[src/sv/mbrtu_pkg.sv]
// ----------------------------------------------------------------------------
// Modbus RTU frame classifier package
// Shared constants, codes, types and the CRC-16 byte update.
// ----------------------------------------------------------------------------
package mbrtu_pkg;

   localparam int MAX_FRAME_BYTES = 255;
   localparam int COUNT_W         = 9;
   localparam int HDR_BYTES       = 7;

   localparam logic [15:0] CRC_INIT = 16'hFFFF;
   localparam logic [15:0] CRC_POLY = 16'hA001;

   localparam logic [7:0] FUNC_READ_HOLDING  = 8'h03;
   localparam logic [7:0] FUNC_READ_INPUT    = 8'h04;
   localparam logic [7:0] FUNC_WRITE_SINGLE  = 8'h06;
   localparam logic [7:0] FUNC_WRITE_MULTI   = 8'h10;

   localparam logic [7:0] BROADCAST_RESET = 8'd9;

   typedef enum logic [2:0] {
      KIND_INVALID   = 3'd0,
      KIND_REQUEST   = 3'd1,
      KIND_RESPONSE  = 3'd2,
      KIND_EXCEPTION = 3'd3,
      KIND_ECHO      = 3'd4
   } kind_type;

   typedef enum logic {
      OP_RECEIVE = 1'b0,
      OP_NOTE    = 1'b1
   } op_type;

   typedef logic [HDR_BYTES-1:0][7:0] header_type;

   typedef struct packed {
      logic [7:0]  address;
      logic [7:0]  func;
      logic [15:0] register;
   } pending_type;

   typedef struct packed {
      logic [1:0]  frame_kind;
      logic [7:0]  device_address;
      logic [7:0]  function_code;
      logic [15:0] register_address;
      logic [15:0] register_count;
      logic [15:0] write_value;
      logic [7:0]  data_length;
      logic [7:0]  exception_code;
      logic [7:0]  data_offset;
   } result_type;

   function automatic logic [15:0] crc_update(input logic [15:0] crc_cur,
                                              input logic [7:0]  data);
      logic [15:0] c;
      c = crc_cur ^ {8'h00, data};
      for (int i = 0; i < 8; i++) begin
         if (c[0]) begin
            c = (c >> 1) ^ CRC_POLY;
         end else begin
            c = c >> 1;
         end
      end
      return c;
   endfunction

endpackage

[src/sv/mbrtu_classify.sv]
// ----------------------------------------------------------------------------
// Modbus RTU frame decode
// Checks CRC and length of a finished frame, classifies it, extracts its
// fields and computes the next tracked outstanding request.
// ----------------------------------------------------------------------------
module mbrtu_classify (
   input  mbrtu_pkg::header_type              header,
   input  logic [mbrtu_pkg::COUNT_W-1:0]      frame_len,
   input  logic [15:0]                        crc,
   input  logic [7:0]                         broadcast_address,
   input  mbrtu_pkg::pending_type             pending_cur,
   output mbrtu_pkg::pending_type             pending_next,
   output mbrtu_pkg::result_type              result
);
   import mbrtu_pkg::*;

   kind_type    kind;
   logic [7:0]  addr;
   logic [7:0]  func;
   logic [15:0] reg_addr;
   logic [15:0] cnt;
   logic [15:0] val;
   logic [7:0]  dlen;
   logic [7:0]  exc;
   logic [7:0]  doff;
   logic [7:0]  body_len;
   logic        frame_ok;
   logic        is_read;

   assign body_len = frame_len[7:0] - 8'd2;
   assign frame_ok = (frame_len > COUNT_W'(4)) && (frame_len <= COUNT_W'(MAX_FRAME_BYTES))
                     && (crc == 16'h0000);

   always_comb begin
      kind         = KIND_INVALID;
      addr         = '0;
      func         = '0;
      reg_addr     = '0;
      cnt          = '0;
      val          = '0;
      dlen         = '0;
      exc          = '0;
      doff         = '0;
      is_read      = 1'b0;
      pending_next = pending_cur;
      if (frame_ok) begin
         if (body_len == 8'd3) begin
            kind = KIND_EXCEPTION;
            addr = header[0];
            func = header[1];
            exc  = header[2];
         end else if (body_len >= 8'd5) begin
            addr    = header[0];
            func    = header[1];
            is_read = (func == FUNC_READ_HOLDING) || (func == FUNC_READ_INPUT);
            if (is_read) begin
               if (body_len == 8'd6) begin
                  kind     = KIND_REQUEST;
                  reg_addr = {header[2], header[3]};
                  cnt      = {header[4], header[5]};
               end else begin
                  dlen = header[2];
                  if (dlen == body_len - 8'd3) begin
                     kind = KIND_RESPONSE;
                  end
               end
            end else if (func == FUNC_WRITE_SINGLE) begin
               if (body_len == 8'd6) begin
                  kind     = KIND_ECHO;
                  reg_addr = {header[2], header[3]};
                  cnt      = 16'd1;
                  val      = {header[4], header[5]};
               end
            end else if (func == FUNC_WRITE_MULTI) begin
               reg_addr = {header[2], header[3]};
               cnt      = {header[4], header[5]};
               if (body_len == 8'd6) begin
                  kind = KIND_RESPONSE;
               end else begin
                  dlen = header[6];
                  if (body_len >= 8'd7 && dlen == body_len - 8'd7) begin
                     kind = KIND_REQUEST;
                  end
               end
            end

            if (kind != KIND_INVALID && dlen != 8'd0) begin
               doff = body_len - dlen;
            end

            unique case (kind)
               KIND_REQUEST: begin
                  pending_next = '{address: addr, func: func, register: reg_addr};
               end
               KIND_RESPONSE: begin
                  if (addr == pending_cur.address && func == pending_cur.func && is_read) begin
                     reg_addr = pending_cur.register;
                  end
                  pending_next = '0;
               end
               KIND_ECHO: begin
                  if (addr == pending_cur.address && func == pending_cur.func &&
                      addr != broadcast_address) begin
                     kind         = KIND_RESPONSE;
                     pending_next = '0;
                  end else begin
                     kind         = KIND_REQUEST;
                     pending_next = '{address: addr, func: func, register: reg_addr};
                  end
               end
               default: begin
               end
            endcase
         end
      end
   end

   assign result = '{frame_kind:       kind[1:0],
                     device_address:   addr,
                     function_code:    func,
                     register_address: reg_addr,
                     register_count:   cnt,
                     write_value:      val,
                     data_length:      dlen,
                     exception_code:   exc,
                     data_offset:      doff};

endmodule

[src/sv/modbus_rtu_frame_classifier.sv]
// ----------------------------------------------------------------------------
// Modbus RTU frame classifier
// Takes frame bytes one per item, keeps a running CRC-16 and the frame
// header, and delivers one classified result item for each final byte.
//
//   Channel  Direction  Contents
//   req_     in         operation, data byte, last-byte mark, noted request
//   rsp_     out        frame kind and decoded fields, one per final byte
//   csr_     in         broadcast address write
//
// An item is taken into an input register, processed there and its result
// lands in an output register; one item per cycle unless a stalled result
// holds the input register, which it does only while that item itself has
// a result to deliver. Reset clears the byte count, header and tracked
// request, sets the CRC to FFFF and the broadcast address to 9.
// ----------------------------------------------------------------------------
module modbus_rtu_frame_classifier (
   input  logic        clock,
   input  logic        reset,
   input  logic        req_valid,
   output logic        req_ready,
   input  logic        req_operation,
   input  logic [7:0]  req_data_byte,
   input  logic        req_last_byte,
   input  logic [7:0]  req_sent_address,
   input  logic [7:0]  req_sent_function,
   input  logic [15:0] req_sent_register,
   output logic        rsp_valid,
   input  logic        rsp_ready,
   output logic [1:0]  rsp_frame_kind,
   output logic [7:0]  rsp_device_address,
   output logic [7:0]  rsp_function_code,
   output logic [15:0] rsp_register_address,
   output logic [15:0] rsp_register_count,
   output logic [15:0] rsp_write_value,
   output logic [7:0]  rsp_data_length,
   output logic [7:0]  rsp_exception_code,
   output logic [7:0]  rsp_data_offset,
   input  logic        csr_valid,
   output logic        csr_ready,
   input  logic [7:0]  csr_data
);
   import mbrtu_pkg::*;

   logic               in_valid_ff,  in_valid_in;
   logic               in_op_ff;
   logic [7:0]         in_byte_ff;
   logic               in_last_ff;
   pending_type        in_sent_ff;

   logic [COUNT_W-1:0] count_ff,     count_in;
   logic [15:0]        crc_ff,       crc_in;
   header_type         header_ff,    header_in;
   pending_type        pending_ff,   pending_in;
   logic [7:0]         bcast_ff;

   logic               out_valid_ff, out_valid_in;
   result_type         out_ff;

   logic               has_result;
   logic               advance;
   logic [COUNT_W-1:0] count_inc;
   logic [15:0]        crc_upd;
   pending_type        pending_dec;
   result_type         result;

   assign has_result   = in_valid_ff && (in_op_ff == OP_RECEIVE) && in_last_ff;
   assign advance      = in_valid_ff && (!has_result || !out_valid_ff || rsp_ready);
   assign req_ready    = !in_valid_ff || advance;
   assign in_valid_in  = req_ready ? req_valid : in_valid_ff;
   assign out_valid_in = (advance && has_result) || (out_valid_ff && !rsp_ready);
   assign csr_ready    = 1'b1;

   assign count_inc = (count_ff < COUNT_W'(MAX_FRAME_BYTES + 1)) ? count_ff + 1'b1 : count_ff;
   assign crc_upd   = crc_update(crc_ff, in_byte_ff);

   always_comb begin
      header_in = header_ff;
      for (int i = 0; i < HDR_BYTES; i++) begin
         if (count_ff == COUNT_W'(i)) begin
            header_in[i] = in_byte_ff;
         end
      end
   end

   mbrtu_classify u_classify (
      .header            (header_in),
      .frame_len         (count_inc),
      .crc               (crc_upd),
      .broadcast_address (bcast_ff),
      .pending_cur       (pending_ff),
      .pending_next      (pending_dec),
      .result            (result)
   );

   always_comb begin
      count_in   = count_ff;
      crc_in     = crc_ff;
      pending_in = pending_ff;
      if (in_op_ff == OP_NOTE) begin
         pending_in = in_sent_ff;
      end else if (in_last_ff) begin
         count_in   = '0;
         crc_in     = CRC_INIT;
         pending_in = pending_dec;
      end else begin
         count_in = count_inc;
         crc_in   = crc_upd;
      end
   end

   always_ff @(posedge clock) begin
      if (reset) begin
         in_valid_ff  <= 1'b0;
         out_valid_ff <= 1'b0;
         count_ff     <= '0;
         crc_ff       <= CRC_INIT;
         header_ff    <= '0;
         pending_ff   <= '0;
         bcast_ff     <= BROADCAST_RESET;
      end else begin
         in_valid_ff  <= in_valid_in;
         out_valid_ff <= out_valid_in;
         if (advance) begin
            count_ff   <= count_in;
            crc_ff     <= crc_in;
            pending_ff <= pending_in;
            if (in_op_ff == OP_RECEIVE) begin
               header_ff <= header_in;
            end
         end
         if (csr_valid && csr_ready) begin
            bcast_ff <= csr_data;
         end
      end
   end

   always_ff @(posedge clock) begin
      if (req_valid && req_ready) begin
         in_op_ff   <= req_operation;
         in_byte_ff <= req_data_byte;
         in_last_ff <= req_last_byte;
         in_sent_ff <= '{address:  req_sent_address,
                         func:     req_sent_function,
                         register: req_sent_register};
      end
      if (advance && has_result) begin
         out_ff <= result;
      end
   end

   assign rsp_valid            = out_valid_ff;
   assign rsp_frame_kind       = out_ff.frame_kind;
   assign rsp_device_address   = out_ff.device_address;
   assign rsp_function_code    = out_ff.function_code;
   assign rsp_register_address = out_ff.register_address;
   assign rsp_register_count   = out_ff.register_count;
   assign rsp_write_value      = out_ff.write_value;
   assign rsp_data_length      = out_ff.data_length;
   assign rsp_exception_code   = out_ff.exception_code;
   assign rsp_data_offset      = out_ff.data_offset;

endmodule
[config.mk]
export PLATFORM = sky130hd
export DESIGN_NAME = modbus_rtu_frame_classifier
export DESIGN_NICKNAME = d
export VERILOG_FILES = /design/src/sv/mbrtu_pkg.sv /design/src/sv/mbrtu_classify.sv /design/src/sv/modbus_rtu_frame_classifier.sv
export SDC_FILE = /design/constraint.sdc
export NUM_CORES = 1
export LEC_CHECK = 0
export BUFFER_PORTS_ARGS = -buffer_cell sky130_fd_sc_hd__buf_4
export CAP_MARGIN = 20
export CORE_ASPECT_RATIO = 1.2
export CORE_UTILIZATION = 50
export CTS_BUF_LIST = sky130_fd_sc_hd__clkbuf_16
export CTS_CLUSTER_DIAMETER = 40
export DETAILED_ROUTE_END_ITERATION = 12
export PLACE_DENSITY = 0.7
export SETUP_SLACK_MARGIN = 0.5
export SLEW_MARGIN = 20
export SYNTH_ARGS = -nofsm -noshare
export SYNTH_HDL_FRONTEND = slang
export SYNTH_SLANG_ARGS = --single-unit
[constraint.sdc]
create_clock -name clock -period 7.35 [get_ports clock]
set_clock_uncertainty 0.05 [all_clocks]
set_input_delay 0.735 -clock clock [delete_from_list [all_inputs] [get_ports clock]]
set_output_delay 0.735 -clock clock [all_outputs]
set_load 0.01 [all_outputs]
# Word level (Yosys, flattened, before mapping)
# Cells that the tools add are included.
# Widths: inputs -> output; s select.
dict set report word_totals {
  word_cells 174
  ff_bits 255
  romBits 0
  mem_count 0
  latchBits 0
  ram_bits 0
  inputBits 55
}
dict set report classes {
  div_mod_pow 0
  n_bitwise 14
  eq_ne 21
  shift 0
  mux 63
  add_sub_neg 5
  n_lt_le_gt_ge 5
  n_reduce_logical 36
  n_mul 0
}
# operator n
set op_table {}
lappend op_table {{$mux 16} 19}
lappend op_table {{$mux 32} 6}
lappend op_table {{$mux 8} 19}
lappend op_table {{$pmux 32 s3} 1}
lappend op_table {{$eq 8x8->1} 4}
lappend op_table {{$eq 9x3->1 const B} 3}
lappend op_table {{$mux 3} 9}
lappend op_table {{$eq 8x3->1 const B} 3}
lappend op_table {{$not 2->3} 8}
lappend op_table {{$eq 9x2->1 const B} 2}
lappend op_table {{$mux 9} 2}
lappend op_table {{$eq 8x2->1 const B} 2}
lappend op_table {{$ge 8x3->1 const B} 2}
lappend op_table {{$logic_not 16->1} 1}
lappend op_table {{$sub 8x2->8 const B} 2}
lappend op_table {{$xor 16x8->16} 1}
lappend op_table {{$logic_and 1x1->1} 13}
lappend op_table {{$mux 2} 5}
lappend op_table {{$add 9x1->9 const B} 1}
lappend op_table {{$eq 9x1->1 const B} 1}
lappend op_table {{$gt 9x3->1 const B} 1}
lappend op_table {{$le 9x8->1 const B} 1}
lappend op_table {{$logic_not 9->1} 1}
lappend op_table {{$lt 9x9->1 const B} 1}
lappend op_table {{other kinds (21)} 36}

# Depth between registers and ports, before layout
dict set report logic_depth {
  word_depth 27
  depth_mapped 24
  depth_no_buf 22
}

# By module
# A second synthesis with hierarchy kept.
dict set report unflattened {
  cells_unflattened 1316
  hier_area_um2 13327.8
}
# module n_inst area_per_inst_um2 seq_area_each_um2 cells_per_inst
set modules_own_cells {}
lappend modules_own_cells {modbus_rtu_frame_classifier 1 9880.7 6426.2 799}
lappend modules_own_cells {mbrtu_classify 1 3447.1 0.0 517}

# Least setup slack after synthesis
# No wires, ideal clock.
dict set report synth_timing {
  path_kind {input port to flip-flop}
  start {in rsp_ready}
  end {reg crc_ff[2]}
  required_time_ns 7.240
  setup_time_ns 0.060
  path_slack_ns 1.759
  arrival_time_ns 5.481
  cell_stages 6
  cell_sequence {nor2b_1 -> nor2_1 -> inv_1 -> nand2_1 -> clkbuf_1 -> a221o_1}
}
dict set report synth_between {
  elab_chain_len 3
}
# element line
set synth_lines {}
lappend synth_lines {{start, declared} modbus_rtu_frame_classifier.sv:29} ;# input logic rsp_ready,
lappend synth_lines {{$logic_or 1x1->1} modbus_rtu_frame_classifier.sv:68} ;# assign advance = in_valid_ff && (!has_result || !out_valid_ff || rsp_ready);
lappend synth_lines {{$logic_and 1x1->1} modbus_rtu_frame_classifier.sv:68}
lappend synth_lines {{$reduce_and 2->1 (no source line)} --}
lappend synth_lines {{end signal, assigned} modbus_rtu_frame_classifier.sv:126} ;# crc_ff <= crc_in;
lappend synth_lines {{end, declared} modbus_rtu_frame_classifier.sv:52} ;# logic [15:0] crc_ff, crc_in;
# No other way between the ends.
# A chain may end at the register's enable or synchronous reset.

# Worst setup path after layout
dict set report layout_timing {
  start {reg count_ff[1]}
  end {reg out_ff (netlist bit rsp_data_offset[7]), data pin}
}
dict set report layout_between {
  elab_chain_len 18
  word_cells_on_any_way 55
  classes_between {5 x add/sub; 5 x order compare; 11 x eq/ne; 23 x mux; 3 x bitwise; 8 x reduce/logical}
}
# element line
set layout_lines {}
lappend layout_lines {{start, declared} modbus_rtu_frame_classifier.sv:51} ;# logic [COUNT_W-1:0] count_ff, count_in;
lappend layout_lines {{start signal, assigned} modbus_rtu_frame_classifier.sv:125} ;# count_ff <= count_in;
lappend layout_lines {{$add 9x1->9 or $lt 9x9->1 (tied branches)} modbus_rtu_frame_classifier.sv:74} ;# assign count_inc = (count_ff < COUNT_W'(MAX_FRAME_BYTES + 1)) ? count_ff + 1'b1 : count_ff;
lappend layout_lines {{$mux 9} modbus_rtu_frame_classifier.sv:74}
lappend layout_lines {{$sub 8x2->8} mbrtu_classify.sv:30} ;# assign body_len = frame_len[7:0] - 8'd2;
lappend layout_lines {{$sub 8x3->8} mbrtu_classify.sv:81} ;# if (body_len >= 8'd7 && dlen == body_len - 8'd7) begin
lappend layout_lines {{$eq 8x8->1} mbrtu_classify.sv:81}
lappend layout_lines {{$logic_and 1x1->1} mbrtu_classify.sv:81}
lappend layout_lines {{$mux 1} mbrtu_classify.sv:81}
lappend layout_lines {{$mux 3} mbrtu_classify.sv:77} ;# if (body_len == 8'd6) begin
lappend layout_lines {{(+2 left out)} --}
lappend layout_lines {{$mux 3} mbrtu_classify.sv:56} ;# if (is_read) begin
lappend layout_lines {{$mux 3} mbrtu_classify.sv:52} ;# end else if (body_len >= 8'd5) begin
lappend layout_lines {{$mux 3} mbrtu_classify.sv:47} ;# if (body_len == 8'd3) begin
lappend layout_lines {{$mux 3} mbrtu_classify.sv:46} ;# if (frame_ok) begin
lappend layout_lines {{$reduce_bool 3->1} mbrtu_classify.sv:87} ;# if (kind != KIND_INVALID && dlen != 8'd0) begin
lappend layout_lines {{$logic_and 1x1->1} mbrtu_classify.sv:87}
lappend layout_lines {{$not 1->1 (no source line)} --}
lappend layout_lines {{$reduce_or 4->1 (no source line)} --}
lappend layout_lines {{end signal, assigned} modbus_rtu_frame_classifier.sv:148} ;# out_ff <= result;
lappend layout_lines {{end, declared} modbus_rtu_frame_classifier.sv:58} ;# result_type out_ff;
# Several ways; a longest one is shown, not always the timed one. The select of a mux whose other input is x is not followed.

==> results by group <==
Outcome
  – Status: completed

Power
  – Internal: 2.67 mW
  – Clock power frac: 0.474
  – Worst VDD drop: 0.000197 V
  – Seq pwr share: 0.443
  – Power per cell area: 229 nW/um^2
  – Net Switching: 0.879 mW
  – Sw Share: 0.248
  – Combinational share of power: 0.084
  – P_leak: 5.73 nW

GRT
  – All-Layer GR Usage: 0.259
  – Gr ovfl total: 0
  – Initial antenna violation count: 0
  – Largest net degree at the start of global routing: 82
  – First-pass GRT wire length: 54.0 mm
  – Vias in the first global route: 9931

Placement
  – Pre-CTS setup slack: 1690 ps
  – GP Congestion: 0.915
  – Dpl hpwl: 23.9 mm
  – Number of I/O port buffers: 146
  – Placed Area: 14300 sq um

Detailed routing
  – Wire per inst: 19.6 um
  – DRC: 0
  – Pre-antenna DRT Iters: 5
  – Vias per inst: 5.95
  – Drt total wl: 34.7 mm
  – ANT nets after route: 0
  – Via count: 10500
  – First DRT Iteration DRCs: 884

Worst setup path
  – Crit path cell chain: ha_1 > nand2b_1 > xnor2_1 > inv_1 > ha_1 > a211oi_1 > mux2i_1 > o32ai_1 > and3_1 > nand2_1 > nand2_1 > ha_1 > a21o_1 > a21o_1 > a21o_1 > a21o_1 > a21o_1 > a21oi_1 > xnor2_1 > xnor2_1 > nor2_1
  – Worst stage delay on the critical path: 490 ps
  – Worst Path Required: 7530 ps
  – Slowest-stage cell, CP: a211oi_1
  – Critical Path Sink Type: flip-flop
  – Worst setup SP type: flip-flop
  – Reg2reg start: count_ff[1]$_SDFFE_PP0P_
  – Setup crit start: count_ff[1]$_SDFFE_PP0P_
  – Most used cell, CP: a21o_1
  – Critical path class: flip-flop to flip-flop
  – WP data arrival: 5900 ps
  – Worst Path Max Fanout: 17

Floorplan
  – Effective utilization at floorplan: 0.511
  – DIE HEIGHT: 179 um
  – Core area: 25600 sq um
  – I/O pin count: 148
  – Row Count: 64
  – Die extent in x: 150 um
  – Die area: 26900 sq um

Clock tree
  – Post-CTS Repair Setup Buffers: 0
  – Reg clk slew, reported paths: 60 ps
  – CTS tree: built
  – Number of H-tree levels: 2
  – Hold buffers post-CTS: 0
  – Max clock buf depth: 3
  – CTS resizes: 0
  – Clk root buf: clkbuf_16
  – Clock tree sinks: 255
  – CTS Buf Count: 35
  – Later-pin clock latency in the skew report: 510 ps

Finish
  – Utilization after layout: 0.605
  – # nets final: 1487
  – Share of layout cells above drive strength 1: 0.187
  – Fill cell count: 2133
  – Area growth syn-to-layout: 18.4%
  – Antenna diode count: 0
  – Post-route cell area: 15500 sq um

Synthesis
  – Xor/xnor share of the synthesized area: 0.0602
  – Adder-cell share of the synthesized area: 0.0197
  – Yosys warns: 0
  – Mux cell area share after synthesis: 0.0428
  – Post-Synthesis Net Count: 1386
  – Netlist cell types: 78
  – Simple-gate share of the synthesized area: 0.160
  – Post-synth ARST share: 0
  – Avg Cell Area, Syn: 9.99 sq um
  – Compound-Gate Fraction of Synth Area: 0.181
  – Post-synth top flop: edfxtp_1
  – Synthesized area: 13100 sq um
  – Largest family of logic cells by synthesized area: compound AO/OA/AOI/OAI gates
  – Number of flops mapped to enable cells by yosys: 132
  – Seq/Total Area, Yosys: 0.491
  – Syn Inst Count: 1311
  – Synthesized flop and latch total: 255

Worst hold path
  – Min-Delay Path Class: input port to flip-flop
  – HP Start: req_sent_register[9]

STA
  – Max Freq: 175 MHz
  – Slew HR: 0.258
  – Min Tclk post-route: 5710 ps
  – Setup TNS after final layout: 0 ps
  – Final setup violation count: 0
  – Setup ws final: 1640 ps
  – Hold slack: 346 ps
  – Period utilization: 0.777
  – Worst-Margin Slew: 1080 ps
  – Unrepaired setup endpoints after global routing: false
  – Max-slew violations: 0
  – Final hold vios: 0

Run
  – Max-Cap Viols: 0
==> final cells by class <==
type / count / area, sq um / area share
Sequential cell: 255 / 6430 / 0.414
Timing Repair Buffer: 161 / 1210 / 0.0779
Clock buffer: 37 / 926 / 0.0597
Inverter: 47 / 176 / 0.0114
Tap cell: 330 / 413 / 0.0266
Clock inverter: 27 / 250 / 0.0161
Multi-Input combinational cell: 912 / 6110 / 0.394
==> cell families after synthesis <==
family | after synthesis
multiplexers | 53
other | 1
XOR/XNOR | 82
buffers and inverters | 144
AO/OA/AOI/OAI | 324
AND/OR/NAND/NOR | 432
flip-flops | 255
adder cells (fa/ha/maj) | 20
==> routing by layer <==
metal  vias up  global-route usage  part of all wire
li1       5012                   -                 -
met1      5017               0.340              0.43
met2       403               0.417              0.47
met3        87              0.0450             0.064
met4         0               0.119             0.039
met5         -                   0                 0
==> sequential cells by signal, summed over array words and instances (netlist names), 9 cells and up <==
| register | cells |
|---|---|
| pending_ff | 32 |
| rsp_register_address | 16 |
| header_ff | 56 |
| rsp_register_count | 16 |
| rsp_write_value | 16 |
| in_sent_ff | 32 |
| count_ff | 9 |
| crc_ff | 16 |
==> layout by cell type (no fill, tap or decap), types with 17 or more instances in the layout <==
cell       Yosys  routed
nor2_1       184     182
buf_4          3     161
edfxtp_1     132     132
dfxtp_1      123     123
nand2_1       95      95
a21oi_1       88      88
xnor2_1       50      50
inv_1         47      49
mux2i_1       47      47
and2_1        38      37
clkbuf_16      0      37
a211oi_1      33      33
xor2_1        26      26
o21ai_0       23      23
o211ai_1      21      21
ha_1          19      19
a2111oi_0     18      18
o32ai_1       17      17
o22ai_1       17      17
==> worst max-delay path, delay by kind of cell (launching register included) <==
kind,cells,cell delay [ps]
AO/OA/AOI/OAI,8,1960
AND/OR/NAND/NOR,5,1090
adder cells (fa/ha/maj),3,910
XOR/XNOR,3,690
flip-flops,1,480
multiplexers,1,150
buffers and inverters,1,110
==> final timing paths <==
check / slack, ps / end / cells after the start
worst min-delay path: 350 / in_sent_ff[9]$_DFFE_PP_ / 1
worst min register to register: 410 / header_ff[33]$_SDFFE_PP0P_ / 2
worst max register to register: 1640 / rsp_data_offset[7]$_SDFFCE_PP0P_ / 21
worst max-delay path: 1640 / rsp_data_offset[7]$_SDFFCE_PP0P_ / 21
==> power by group through the flow <==
stage / clock network, mW / registers, mW / logic (mW)
floorplan: 0 / 1.59 / 0.211
global placement: 0 / 1.60 / 0.291
detailed placement: 0 / 1.60 / 0.295
CTS: 1.70 / 1.57 / 0.297
global route: 1.76 / 1.57 / 0.324
finish: 1.68 / 1.57 / 0.298
==> per-stage QoR <==
step | power [mW] | cells
after floorplan | 1.80 | 1311
after global placement | 1.89 | 1705
after detailed placement | 1.89 | 1705
after CTS | 3.57 | 1769
after global routing | 3.66 | 1769
final | 3.55 | 1769
==> cell usage after synthesis (6+ instances only) <==
cell type,count,area share
mux2i_1,47,0.036
o21ai_0,23,0.0088
o211ai_1,21,0.012
a2111oi_0,18,0.012
nor4_1,15,0.0072
o31ai_2,10,0.0096
o311a_1,16,0.012
a221o_1,11,0.0084
a21oi_1,88,0.034
a22oi_1,6,0.0034
clkbuf_1,72,0.021
nand3_1,12,0.0046
nor2_1,184,0.053
xnor2_1,50,0.033
nor3_1,14,0.0053
or2_2,8,0.0038
nand4_1,9,0.0043
nand2_1,95,0.027
nand4b_1,6,0.0040
buf_2,11,0.0042
inv_1,47,0.013
and2_1,38,0.018
o2111ai_1,13,0.0087
o22ai_1,17,0.0081
a21o_1,10,0.0057
o32ai_1,17,0.011
nand2b_1,8,0.0038
dfxtp_1,123,0.19
nor2b_1,8,0.0038
a221oi_1,6,0.0040
edfxtp_1,132,0.30
a211oi_1,33,0.019
ha_1,19,0.018
buf_1,7,0.0020
xor2_1,26,0.017
Note: power is estimated with default switching activity, not from simulation.
